--- src/rtl/core/mlcr_pkg.sv ---
`default_nettype none
package mlcr_pkg;

    localparam logic [22:0] Q        = 23'd8380417;
    localparam logic [22:0] HALF_QM1 = 23'd4190208;

    // gamma2 = (q-1)/32 and (q-1)/88, as signed compare bounds
    localparam logic signed [22:0] G2_WIDE   = 23'sd261888;
    localparam logic signed [22:0] G2_NARROW = 23'sd95232;

    // 2*gamma2
    localparam logic [19:0] TWO_G2_WIDE   = 20'd523776;
    localparam logic [19:0] TWO_G2_NARROW = 20'd190464;

    // reciprocal multipliers for the high part estimate
    localparam logic [13:0] RCP_WIDE   = 14'd1025;
    localparam logic [13:0] RCP_NARROW = 14'd11275;
    localparam logic [5:0]  HI_MAX_NARROW = 6'd43;
    localparam logic [3:0]  HI_MASK_WIDE  = 4'd15;

    // Power2Round rounding, d = 13
    localparam logic [12:0] P2R_BIAS = 13'd4095;

    typedef enum logic [1:0] {
        OP_P2R     = 2'd0,
        OP_DECOMP  = 2'd1,
        OP_MKHINT  = 2'd2,
        OP_USEHINT = 2'd3
    } t_op;

    // side data that rides along with each item through the pipeline
    typedef struct packed {
        logic              gamma;
        t_op               op;
        logic              hint_in;
        logic              hint_out;
        logic [9:0]        p2r_hi;
        logic signed [13:0] p2r_lo;
    } t_tag;

endpackage
`default_nettype wire

--- src/rtl/core/mlcr_decomp.sv ---
`default_nettype none
module mlcr_decomp import mlcr_pkg::*; (
    input  wire logic               i_clk,
    input  wire logic               i_rst_n,
    input  wire logic               i_valid,
    input  wire logic [22:0]        i_r,
    input  wire t_tag               i_tag,
    output logic                    o_valid,
    output t_tag                    o_tag,
    output logic [5:0]              o_hi,
    output logic signed [18:0]      o_lo
);

    // stage A: coarse high part and reciprocal product
    logic [22:0] w_r_bias;
    logic [15:0] w_hi0;
    logic [13:0] w_rcp;
    logic        r_a_valid;
    t_tag        r_a_tag;
    logic [22:0] r_a_r;
    logic [29:0] r_a_prod;

    assign w_r_bias = i_r + 23'd127;
    assign w_hi0    = w_r_bias[22:7];
    assign w_rcp    = i_tag.gamma ? RCP_WIDE : RCP_NARROW;

    always_ff @(posedge i_clk) begin
        if (!i_rst_n) begin
            r_a_valid <= 1'b0;
        end else begin
            r_a_valid <= i_valid;
        end
        r_a_tag  <= i_tag;
        r_a_r    <= i_r;
        r_a_prod <= {14'd0, w_hi0} * {16'd0, w_rcp};
    end

    // stage B: round the product, wrap at the top
    logic [29:0] w_rnd_w;
    logic [29:0] w_rnd_n;
    logic [5:0]  n_b_hi;
    logic        r_b_valid;
    t_tag        r_b_tag;
    logic [22:0] r_b_r;
    logic [5:0]  r_b_hi;

    assign w_rnd_w = r_a_prod + 30'd2097152;
    assign w_rnd_n = r_a_prod + 30'd8388608;

    always_comb begin
        if (r_a_tag.gamma) begin
            n_b_hi = {2'b00, w_rnd_w[25:22] & HI_MASK_WIDE};
        end else if (w_rnd_n[29:24] > HI_MAX_NARROW) begin
            n_b_hi = 6'd0;
        end else begin
            n_b_hi = w_rnd_n[29:24];
        end
    end

    always_ff @(posedge i_clk) begin
        if (!i_rst_n) begin
            r_b_valid <= 1'b0;
        end else begin
            r_b_valid <= r_a_valid;
        end
        r_b_tag <= r_a_tag;
        r_b_r   <= r_a_r;
        r_b_hi  <= n_b_hi;
    end

    // stage C: hi * 2*gamma2 (fits 23 bits for both settings)
    logic [19:0] w_two_g;
    logic [25:0] w_m;
    logic        r_c_valid;
    t_tag        r_c_tag;
    logic [22:0] r_c_r;
    logic [5:0]  r_c_hi;
    logic [22:0] r_c_m;

    assign w_two_g = r_b_tag.gamma ? TWO_G2_WIDE : TWO_G2_NARROW;
    assign w_m     = {20'd0, r_b_hi} * {6'd0, w_two_g};

    always_ff @(posedge i_clk) begin
        if (!i_rst_n) begin
            r_c_valid <= 1'b0;
        end else begin
            r_c_valid <= r_b_valid;
        end
        r_c_tag <= r_b_tag;
        r_c_r   <= r_b_r;
        r_c_hi  <= r_b_hi;
        r_c_m   <= w_m[22:0];
    end

    // stage D: low part, centered mod q
    logic signed [24:0] w_d;
    logic signed [24:0] w_dq;
    logic signed [24:0] n_d_lo;
    logic               r_d_valid;
    t_tag               r_d_tag;
    logic [5:0]         r_d_hi;
    logic signed [18:0] r_d_lo;

    assign w_d  = $signed({2'b00, r_c_r}) - $signed({2'b00, r_c_m});
    assign w_dq = w_d - $signed({2'b00, Q});

    always_comb begin
        if (w_d > $signed({2'b00, HALF_QM1})) begin
            n_d_lo = w_dq;
        end else begin
            n_d_lo = w_d;
        end
    end

    always_ff @(posedge i_clk) begin
        if (!i_rst_n) begin
            r_d_valid <= 1'b0;
        end else begin
            r_d_valid <= r_c_valid;
        end
        r_d_tag <= r_c_tag;
        r_d_hi  <= r_c_hi;
        r_d_lo  <= n_d_lo[18:0];
    end

    assign o_valid = r_d_valid;
    assign o_tag   = r_d_tag;
    assign o_hi    = r_d_hi;
    assign o_lo    = r_d_lo;

endmodule
`default_nettype wire

--- src/rtl/core/mldsa_coefficient_rounding.sv ---
`default_nettype none
// A taken request passes the input register, 4 stages and the output register.
// Throughput: one request per cycle, every cycle; busy never rises.
// The fixed-point decompose chain (reciprocal multiply, round, 2*gamma2 multiply,
// centered subtract) sets the depth. Reset (synchronous, active low) clears the
// valid bits and selects gamma2 = (q-1)/88; the receiver cannot stall results.
module mldsa_coefficient_rounding import mlcr_pkg::*; (
    input  wire logic               i_clk,
    input  wire logic               i_rst_n,
    // request channel
    input  wire logic               start,
    output logic                    busy,
    input  wire logic [1:0]         i_opcode,
    input  wire logic [22:0]        i_coeff,
    input  wire logic signed [22:0] i_low_in,
    input  wire logic [5:0]         i_high_in,
    input  wire logic               i_hint_in,
    // result channel
    output logic                    o_strobe,
    output logic [9:0]              o_high_out,
    output logic signed [18:0]      o_low_out,
    output logic                    o_hint_out,
    // configuration: gamma_select
    input  wire logic               i_cfg_valid,
    output logic                    o_cfg_ready,
    input  wire logic               i_cfg_data
);

    // Every stage moves every cycle, so requests are always welcome.
    assign busy        = 1'b0;
    assign o_cfg_ready = 1'b1;

    logic w_accept;
    assign w_accept = start && !busy;

    // gamma_select: 1 -> (q-1)/32, 0 -> (q-1)/88
    logic r_gamma;
    always_ff @(posedge i_clk) begin
        if (!i_rst_n) begin
            r_gamma <= 1'b0;
        end else if (i_cfg_valid && o_cfg_ready) begin
            r_gamma <= i_cfg_data;
        end
    end

    // ---------------- stage 1: reduce coefficient, evaluate make hint ----------
    logic [22:0]        w_r;
    logic signed [22:0] w_g;
    logic               w_mk_hint;

    // 2^23 < 2q, so one conditional subtract lands in Z_q
    assign w_r = (i_coeff >= Q) ? (i_coeff - Q) : i_coeff;
    assign w_g = r_gamma ? G2_WIDE : G2_NARROW;

    // hint when |low| exceeds gamma2, or low sits exactly at -gamma2 with a
    // nonzero high part
    assign w_mk_hint = (i_low_in > w_g) || (i_low_in < -w_g)
                     || ((i_low_in == -w_g) && (i_high_in != 6'd0));

    logic        r_s1_valid;
    logic [22:0] r_s1_r;
    t_op         r_s1_op;
    logic        r_s1_gamma;
    logic        r_s1_hint_in;
    logic        r_s1_mk_hint;

    always_ff @(posedge i_clk) begin
        if (!i_rst_n) begin
            r_s1_valid <= 1'b0;
        end else begin
            r_s1_valid <= w_accept;
        end
        r_s1_r       <= w_r;
        r_s1_op      <= t_op'(i_opcode);
        r_s1_gamma   <= r_gamma;
        r_s1_hint_in <= i_hint_in;
        r_s1_mk_hint <= w_mk_hint;
    end

    // Power2Round is cheap: one add, its results ride in the tag.
    logic [23:0] w_p2r_sum;
    t_tag        w_tag;

    assign w_p2r_sum = {1'b0, r_s1_r} + {11'd0, P2R_BIAS};

    always_comb begin
        w_tag          = '0;
        w_tag.gamma    = r_s1_gamma;
        w_tag.op       = r_s1_op;
        w_tag.hint_in  = r_s1_hint_in;
        w_tag.hint_out = r_s1_mk_hint;
        w_tag.p2r_hi   = w_p2r_sum[22:13];
        // low = r - hi*2^13 = (r + 4095) mod 2^13 - 4095
        w_tag.p2r_lo   = $signed({1'b0, w_p2r_sum[12:0]}) - $signed({1'b0, P2R_BIAS});
    end

    // ---------------- stages 2..5: decompose pipeline ---------------------------
    logic               w_dc_valid;
    t_tag               w_dc_tag;
    logic [5:0]         w_dc_hi;
    logic signed [18:0] w_dc_lo;

    mlcr_decomp u_decomp (
        .i_clk   (i_clk),
        .i_rst_n (i_rst_n),
        .i_valid (r_s1_valid),
        .i_r     (r_s1_r),
        .i_tag   (w_tag),
        .o_valid (w_dc_valid),
        .o_tag   (w_dc_tag),
        .o_hi    (w_dc_hi),
        .o_lo    (w_dc_lo)
    );

    // ---------------- stage 6: use hint, select result, output register -------
    logic [5:0] w_uh_hi;
    logic       w_lo_pos;

    assign w_lo_pos = (w_dc_lo > 19'sd0);

    // step the high part toward the side of the low part, wrapping mod 16 / 44
    always_comb begin
        w_uh_hi = w_dc_hi;
        if (w_dc_tag.hint_in) begin
            if (w_dc_tag.gamma) begin
                w_uh_hi = w_lo_pos ? {2'b00, w_dc_hi[3:0] + 4'd1}
                                   : {2'b00, w_dc_hi[3:0] - 4'd1};
            end else if (w_lo_pos) begin
                w_uh_hi = (w_dc_hi == HI_MAX_NARROW) ? 6'd0 : w_dc_hi + 6'd1;
            end else begin
                w_uh_hi = (w_dc_hi == 6'd0) ? HI_MAX_NARROW : w_dc_hi - 6'd1;
            end
        end
    end

    logic [9:0]         n_high;
    logic signed [18:0] n_low;
    logic               n_hint;

    always_comb begin
        n_high = 10'd0;
        n_low  = 19'sd0;
        n_hint = 1'b0;
        unique case (w_dc_tag.op)
            OP_P2R: begin
                n_high = w_dc_tag.p2r_hi;
                n_low  = 19'(w_dc_tag.p2r_lo);
            end
            OP_DECOMP: begin
                n_high = {4'd0, w_dc_hi};
                n_low  = w_dc_lo;
            end
            OP_MKHINT: begin
                n_hint = w_dc_tag.hint_out;
            end
            OP_USEHINT: begin
                n_high = {4'd0, w_uh_hi};
            end
            default: begin
                n_high = 10'd0;
            end
        endcase
    end

    logic               r_out_valid;
    logic [9:0]         r_out_high;
    logic signed [18:0] r_out_low;
    logic               r_out_hint;

    always_ff @(posedge i_clk) begin
        if (!i_rst_n) begin
            r_out_valid <= 1'b0;
        end else begin
            r_out_valid <= w_dc_valid;
        end
        r_out_high <= n_high;
        r_out_low  <= n_low;
        r_out_hint <= n_hint;
    end

    assign o_strobe   = r_out_valid;
    assign o_high_out = r_out_high;
    assign o_low_out  = r_out_low;
    assign o_hint_out = r_out_hint;

    // ---------------- checks ----------------------------------------------------
    // every taken request comes out as a result strobe
    a_latency: assert property (@(posedge i_clk) disable iff (!i_rst_n)
        w_accept |-> ##6 o_strobe)
        else $error("result strobe missing six cycles after a request");

    // nothing strobes that was not requested
    a_no_spurious: assert property (@(posedge i_clk) disable iff (!i_rst_n)
        o_strobe |-> $past(w_accept, 6))
        else $error("result strobe without a matching request");

    // narrow setting wraps the high part into 0..43
    a_hi_range: assert property (@(posedge i_clk) disable iff (!i_rst_n)
        (w_dc_valid && !w_dc_tag.gamma) |-> (w_dc_hi <= HI_MAX_NARROW))
        else $error("decompose high part beyond 43");

    // a set hint only comes from make hint, which carries no high or low part
    a_hint_only: assert property (@(posedge i_clk) disable iff (!i_rst_n)
        (o_strobe && o_hint_out) |-> (o_high_out == 10'd0 && o_low_out == 19'sd0))
        else $error("hint result carries a high or low part");

endmodule
`default_nettype wire
--- config.mk ---
export PLATFORM = sky130hd
export DESIGN_NAME = mldsa_coefficient_rounding
export DESIGN_NICKNAME = d
export VERILOG_FILES = /design/src/rtl/core/mlcr_pkg.sv /design/src/rtl/core/mlcr_decomp.sv /design/src/rtl/core/mldsa_coefficient_rounding.sv
export SDC_FILE = /design/constraint.sdc
export NUM_CORES = 1
export LEC_CHECK = 0
export ABC_CLOCK_PERIOD_IN_PS = 9350
export BUFFER_PORTS_ARGS = -buffer_cell sky130_fd_sc_hd__buf_2
export CORE_ASPECT_RATIO = 1.5
export CORE_MARGIN = 2
export CORE_UTILIZATION = 35
export DETAILED_ROUTE_END_ITERATION = 10
export PLACE_DENSITY = 0.52
export SLEW_MARGIN = 0
export SYNTH_ARGS = -nofsm -noshare
export SYNTH_HDL_FRONTEND = slang
export SYNTH_SLANG_ARGS = --single-unit
--- constraint.sdc ---
create_clock -name i_clk -period 9.35 [get_ports i_clk]
set_input_delay 0.4675 -clock i_clk [delete_from_list [all_inputs] [get_ports i_clk]]
set_output_delay 0.4675 -clock i_clk [all_outputs]
set_load 0.02 [all_outputs]
* Word-level counts from Yosys, hierarchy flattened
Index checks and enable logic that the tools add are counted.
** Cells by class
- Add/sub/neg operators :: 13
- Multiply operators :: 2
- Magnitude comparators :: 6
- Equal/unequal tests :: 5
- Mux-type cells :: 15
- Reduce and logical (&&, ||, !) cells :: 7
** Operator list (count)
- $mux 19 :: 2
- $pmux 19 s2 :: 1
- $add 30x24->30 const B :: 1
- $mul 16x14->30 :: 1
- $mux 6 :: 5
- $pmux 10 s3 :: 1
- $add 26x22->26 const B :: 1
- $gt 24x23->1 const B :: 1
- $sub 23x23->24 :: 1
- $add 23x12->23 const B :: 1
- $add 23x7->23 const B :: 1
- $eq 23x23->1 :: 1
- $ge 23x23->1 const B :: 1
- $gt 23x19->1 :: 1
- $lt 23x23->1 :: 1
- $mul 6x20->23 :: 1
- $mux 23 :: 1
- $neg 18->23 :: 1
- $sub 23x23->23 const B :: 1
- $gt 19x1->1 const B :: 1
- $sub 19x14->19 const B :: 1
- $mux 18 :: 1
- $mux 14 :: 1
- $sub 13x12->14 const B :: 1
- 15 further kinds :: 19
** Word-level totals
- Flip-flop bits (word level) :: 340
- Input bits :: 60
- Output and inout bits :: 33
- Logic and storage cells :: 97

* Depth between registers and ports, before layout
- Word-level depth :: 6
- Gate-level depth with buffers :: 30
- Mapped depth without buffers :: 30

* By module
Synthesis repeated with hierarchy kept, for this count alone.
** Second synthesis, totals
- Cell total of the unflattened synthesis :: 1388
- Area total of the unflattened synthesis :: 14555.2 um^2
** By module, submodules not included
- mlcr_decomp :: instances 1, cells an instance 944, area each 10909.2 um^2, sequential area each 4984.8 um^2
- mldsa_coefficient_rounding :: instances 1, cells an instance 444, area each 3646.0 um^2, sequential area each 1221.2 um^2

* Worst setup path before layout
OpenSTA, ideal clock, no wires.
- Path type :: register -> register
- Start point :: register r_s1_r[1]
- End point :: register u_decomp.r_a_prod[28]
- Setup time :: 0.072 ns
- Data arrival time :: 6.455 ns
- Data required time :: 9.278 ns
- Slack :: 2.822 ns
- Cell stages (with the launch flop) :: 26
- Path buffers :: 0
- Period minus slack after synthesis :: 6.528 ns
- Cells stage by stage :: dfxtp_1 -> inv_1 -> ha_1 -> or4b_4 -> nor3_2 -> nand2b_1 -> xor2_1 -> xnor2_1 -> nor2_1 -> inv_1 -> fa_1 -> inv_1 -> ha_1 -> fa_1 -> fa_1 -> inv_1 -> fa_1 -> inv_1 -> ha_1 -> a21o_1 -> a2111o_1 -> a41o_1 -> a31o_2 -> a21o_1 -> a21oi_1 -> xnor2_1
** On the way
- Cells in the longest elaborated chain, start to end :: 2
** Ends and longest elaborated chain
- start, declared :: RTL line mldsa_coefficient_rounding.sv:61 : logic [22:0] r_s1_r;
- start signal, assigned :: RTL line mldsa_coefficient_rounding.sv:73 : r_s1_r <= w_r;
- $add 23x7->23 :: RTL line mlcr_decomp.sv:23 : assign w_r_bias = i_r + 23'd127;
- $mul 16x14->30 :: RTL line mlcr_decomp.sv:35 : r_a_prod <= {14'd0, w_hi0} * {16'd0, w_rcp};
- end signal, assigned :: RTL line mlcr_decomp.sv:35
- end, declared :: RTL line mlcr_decomp.sv:21 : logic [29:0] r_a_prod;
No other way between the ends.
A chain may end at the register's enable or synchronous reset.

* Worst setup path in the final report
- Start point :: register r_s1_r[0]
- End point :: register u_decomp.r_a_prod[28]
The elaborated chain is that of the path after synthesis.

==> summary.txt <==
Power
  • Comb pwr share: 0.487
  • NetSw: 2.174 mW
  • Leak: between 7 and 8 nW
  • Final Power: 5.716 mW
  • Seq pwr share: 0.295
  • Peak supply drop: 0.2559 mV
  • Clock power frac: 0.218
  • Switch share: 0.3804
  • Pwr Density: 343.3 mW/mm^2
  • P_int: about 3.5 mW

STA
  • Fin. Hold Viols: 0
  • Worst slew pin tran: 0.9145 ns
  • Max_slew headroom: 0.3847
  • Layout Skew: 0.02849 ns
  • Fin. max-slew vios: 0
  • Tcrit/Tclk final: 0.7639
  • RSZ-0062 raised after global routing: no
  • Max frequency: around 140 MHz
  • Post-route minimum period: 7.142 ns
  • Post-route setup TNS: 0 ns
  • Final setup violation count: 0

Synthesis
  • Post-synthesis sequential area ratio: 0.4212
  • Seq cells post-synth: 307
  • Asr flop ratio synth: 0
  • Mapped Cells: 1404
  • Post-synth top area share: 0.4212
  • Synth top cells by count: dfxtp_1, ha_1, inv_1, nor2_1, nand2_1
  • Largest cells by area after synthesis: dfxtp_1, ha_1, fa_1, xnor2_1, inv_1
  • Post-synth top flop: dfxtp_1
  • YS warnings: 0
  • Number of synthesized flops with an enable pin: 0
  • Most frequent cell after synthesis: dfxtp_1
  • Syn_nets: 1697
  • Post-Syn Area: 0.01459 mm^2
  • Area leader, netlist: dfxtp_1
  • Average size of a mapped cell: 10.39 um^2
  • Post-synthesis cell type count: 72

Critical path
  • Worst r2r path cells: 26
  • Crit-path max FO: 7
  • Startpoint types: flip-flop
  • Crit. End Element: flip-flop
  • WS Path Type: reg2reg
  • Crit Reg-Reg Startpoint: r_s1_r[0]
  • Worst flop-to-flop path endpoint: u_decomp.r_a_prod[28]
  • Worst setup startpoint: r_s1_r[0]
  • CP most frequent cell: inv_1
  • CP max-delay cell: nor4_1
  • R2R Setup Slk: 2.21 ns
  • Critical path arrival: between 7 and 8 ns
  • Max incr delay on CP: 0.72 ns
  • WP data required: 9.83 ns
  • Worst setup path end: u_decomp.r_a_prod[28]

Placement
  • Port buffer count: 90
  • Post-DP HPWL: about 25000 um
  • DP Area: 0.01560 mm^2
  • Gpl congestion: between 0.8 and 0.9

CTS
  • Max Root-Sink Buffers: 3
  • CTS tree: yes
  • Setup Buffers After CTS: 0
  • Worst-path clk slew: around 0.060 ns
  • CTS H-Tree Depth: 1
  • Hold buffers post-CTS: 2
  • Num CTS Buffers: 29
  • Sinks on Clock Net: ~300
  • Skew-Pair Late Insertion Delay: 0.57 ns
  • Root Buffer: clkbuf_16
  • Post-CTS sizing: 0

Global routing
  • First-pass GRT wire length: 48330 um
  • Grt ovf: 0
  • Vias in the first global route: a little under 10000
  • GRT Util Overall: 0.1402
  • Pin count of the biggest net entering global routing: 34
  • Initial antenna violation count: 0

Floorplan
  • Die W: 170.7 um
  • Starting density of the core: 0.3550
  • Die H: 254.1 um
  • Core ar.: 0.04110 mm^2
  • Row count: 91
  • Die Area: 0.04338 mm^2
  • Io pins: 93

Drt
  • Overall routed net length: 29480 um
  • Vias post-DR: 9502
  • DR DRC count: 0
  • 1st-pass router iterations: 6
  • Antenna-violating nets left: 0
  • Drt initial violations: 348
  • Wire per inst: approximately 14 um
  • Drt via density: 4.586

Final layout
  • Util after Layout: 0.4050
  • N_diodes: 0
  • Post-route design area: approximately 0.017 mm^2
  • Final net count: 1787
  • Register Area: approximately 0.0061 mm^2
  • Layout fillers: 4039
  • Multi-input logic area: between 0.007 and 0.008 mm^2
  • Area Growth Syn to Fin: 14.08%
  • Layout cells sized above 1: 0.1057

Run
  • Max_cap viols: 0

Status
  • Outcome: complete, no violations

Min path
  • Worst Hold Class: in2reg
## layout by cell type, fill, tap and decap left out, types with 13 or more instances in the layout
cell,count
nand2_1,73
inv_1,156
xnor2_1,67
a21o_1,27
buf_2,90
nor2b_1,15
ha_1,165
nor3_1,27
or3_1,13
xor2_1,52
nand3_1,37
clkbuf_16,29
and2_1,21
a21oi_1,51
nand4_1,14
o21ai_0,29
dfxtp_1,307
fa_1,68
nor2_1,87
mux2i_1,21
## per-layer routing
metal  vias to the layer above  wire length, um  track usage  part of all wire
met4                         0             1420      0.06984             0.048
li1                       4876                -            -                 -
met3                        70              942      0.01698             0.032
met2                       152            15940       0.2707              0.54
met5                         -                0            0                 0
met1                      4404            11180       0.1470              0.38
## power by group through the flow
| stage | sequential, mW | combinational [mW] | clock [mW] |
|---|---|---|---|
| after floorplan | 1.67 | 2.23 | 0 |
| after detailed placement | 1.72 | 2.83 | 0 |
| after global routing | 1.71 | 3.23 | 1.33 |
| after CTS | 1.69 | 2.84 | 1.29 |
| after global placement | 1.72 | 2.81 | 0 |
| final | 1.68 | 2.79 | 1.25 |
## critical path, delay by kind of cell (launching register included)
kind,cells,cell delay (ns)
adder cells (fa/ha/maj),7,2.76
XOR/XNOR,2,0.52
buffers and inverters,5,0.31
AO/OA/AOI/OAI,7,1.64
AND/OR/NAND/NOR,5,1.38
flip-flops,1,0.46
## stage by stage
| stage | cells | setup slack, ns | hold slack (ns) |
|---|---|---|---|
| after global placement | 2019 | 2.320 | 0.3108 |
| final | 2072 | 2.208 | 0.02829 |
| after floorplan | 1404 | 2.822 | 0.3096 |
| after CTS | 2072 | 2.196 | 0.005520 |
| after global routing | 2072 | 1.631 | 0.01686 |
| after detailed placement | 2019 | 2.232 | 0.3121 |
## cell type report
class,count,share of cell area
inverter,156,0.03517
timing repair buffer,94,0.02916
multi-input combinational,906,0.4625
sequential,307,0.3692
tap,558,0.04194
clock buffer,35,0.04615
clock inverter,16,0.01586
## kinds of logic after synthesis
logic type | share of synthesized area
and+or+nand+nor | 0.1243
DFF | 0.4212
adders and majority gates | 0.2348
buffers and inverters | 0.05170
AOI/OAI and AO/OA | 0.08171
xor gates and xnor gates | 0.07142
muxes | 0.01440
other | 0.0005146
## worst min path at each step
stage | start | to | depth (start not counted)
after floorplan | u_decomp.r_c_hi[0] | u_decomp.o_hi[0] | 0
after global placement | u_decomp.r_a_r[21] | u_decomp.r_b_r[21] | 0
after detailed placement | u_decomp.r_c_hi[0] | u_decomp.o_hi[0] | 0
after CTS | i_opcode[1] | r_s1_op[1] | 1
after global routing | i_opcode[1] | r_s1_op[1] | 1
final | i_opcode[1] | r_s1_op[1] | 1
## flip-flops by register name, summed over array words and instances, names as in the netlist, 9 cells and up
signal	flops
u_decomp.r_b_tag	29
u_decomp.r_a_r	22
u_decomp.r_c_tag	29
u_decomp.o_lo	19
o_low_out	19
u_decomp.r_a_tag	29
u_decomp.r_c_m	14
u_decomp.o_tag	29
u_decomp.r_b_r	22
o_high_out	10
u_decomp.r_a_prod	9
r_s1_r	23
u_decomp.r_c_r	22
Power figures use the tool's default switching activity.
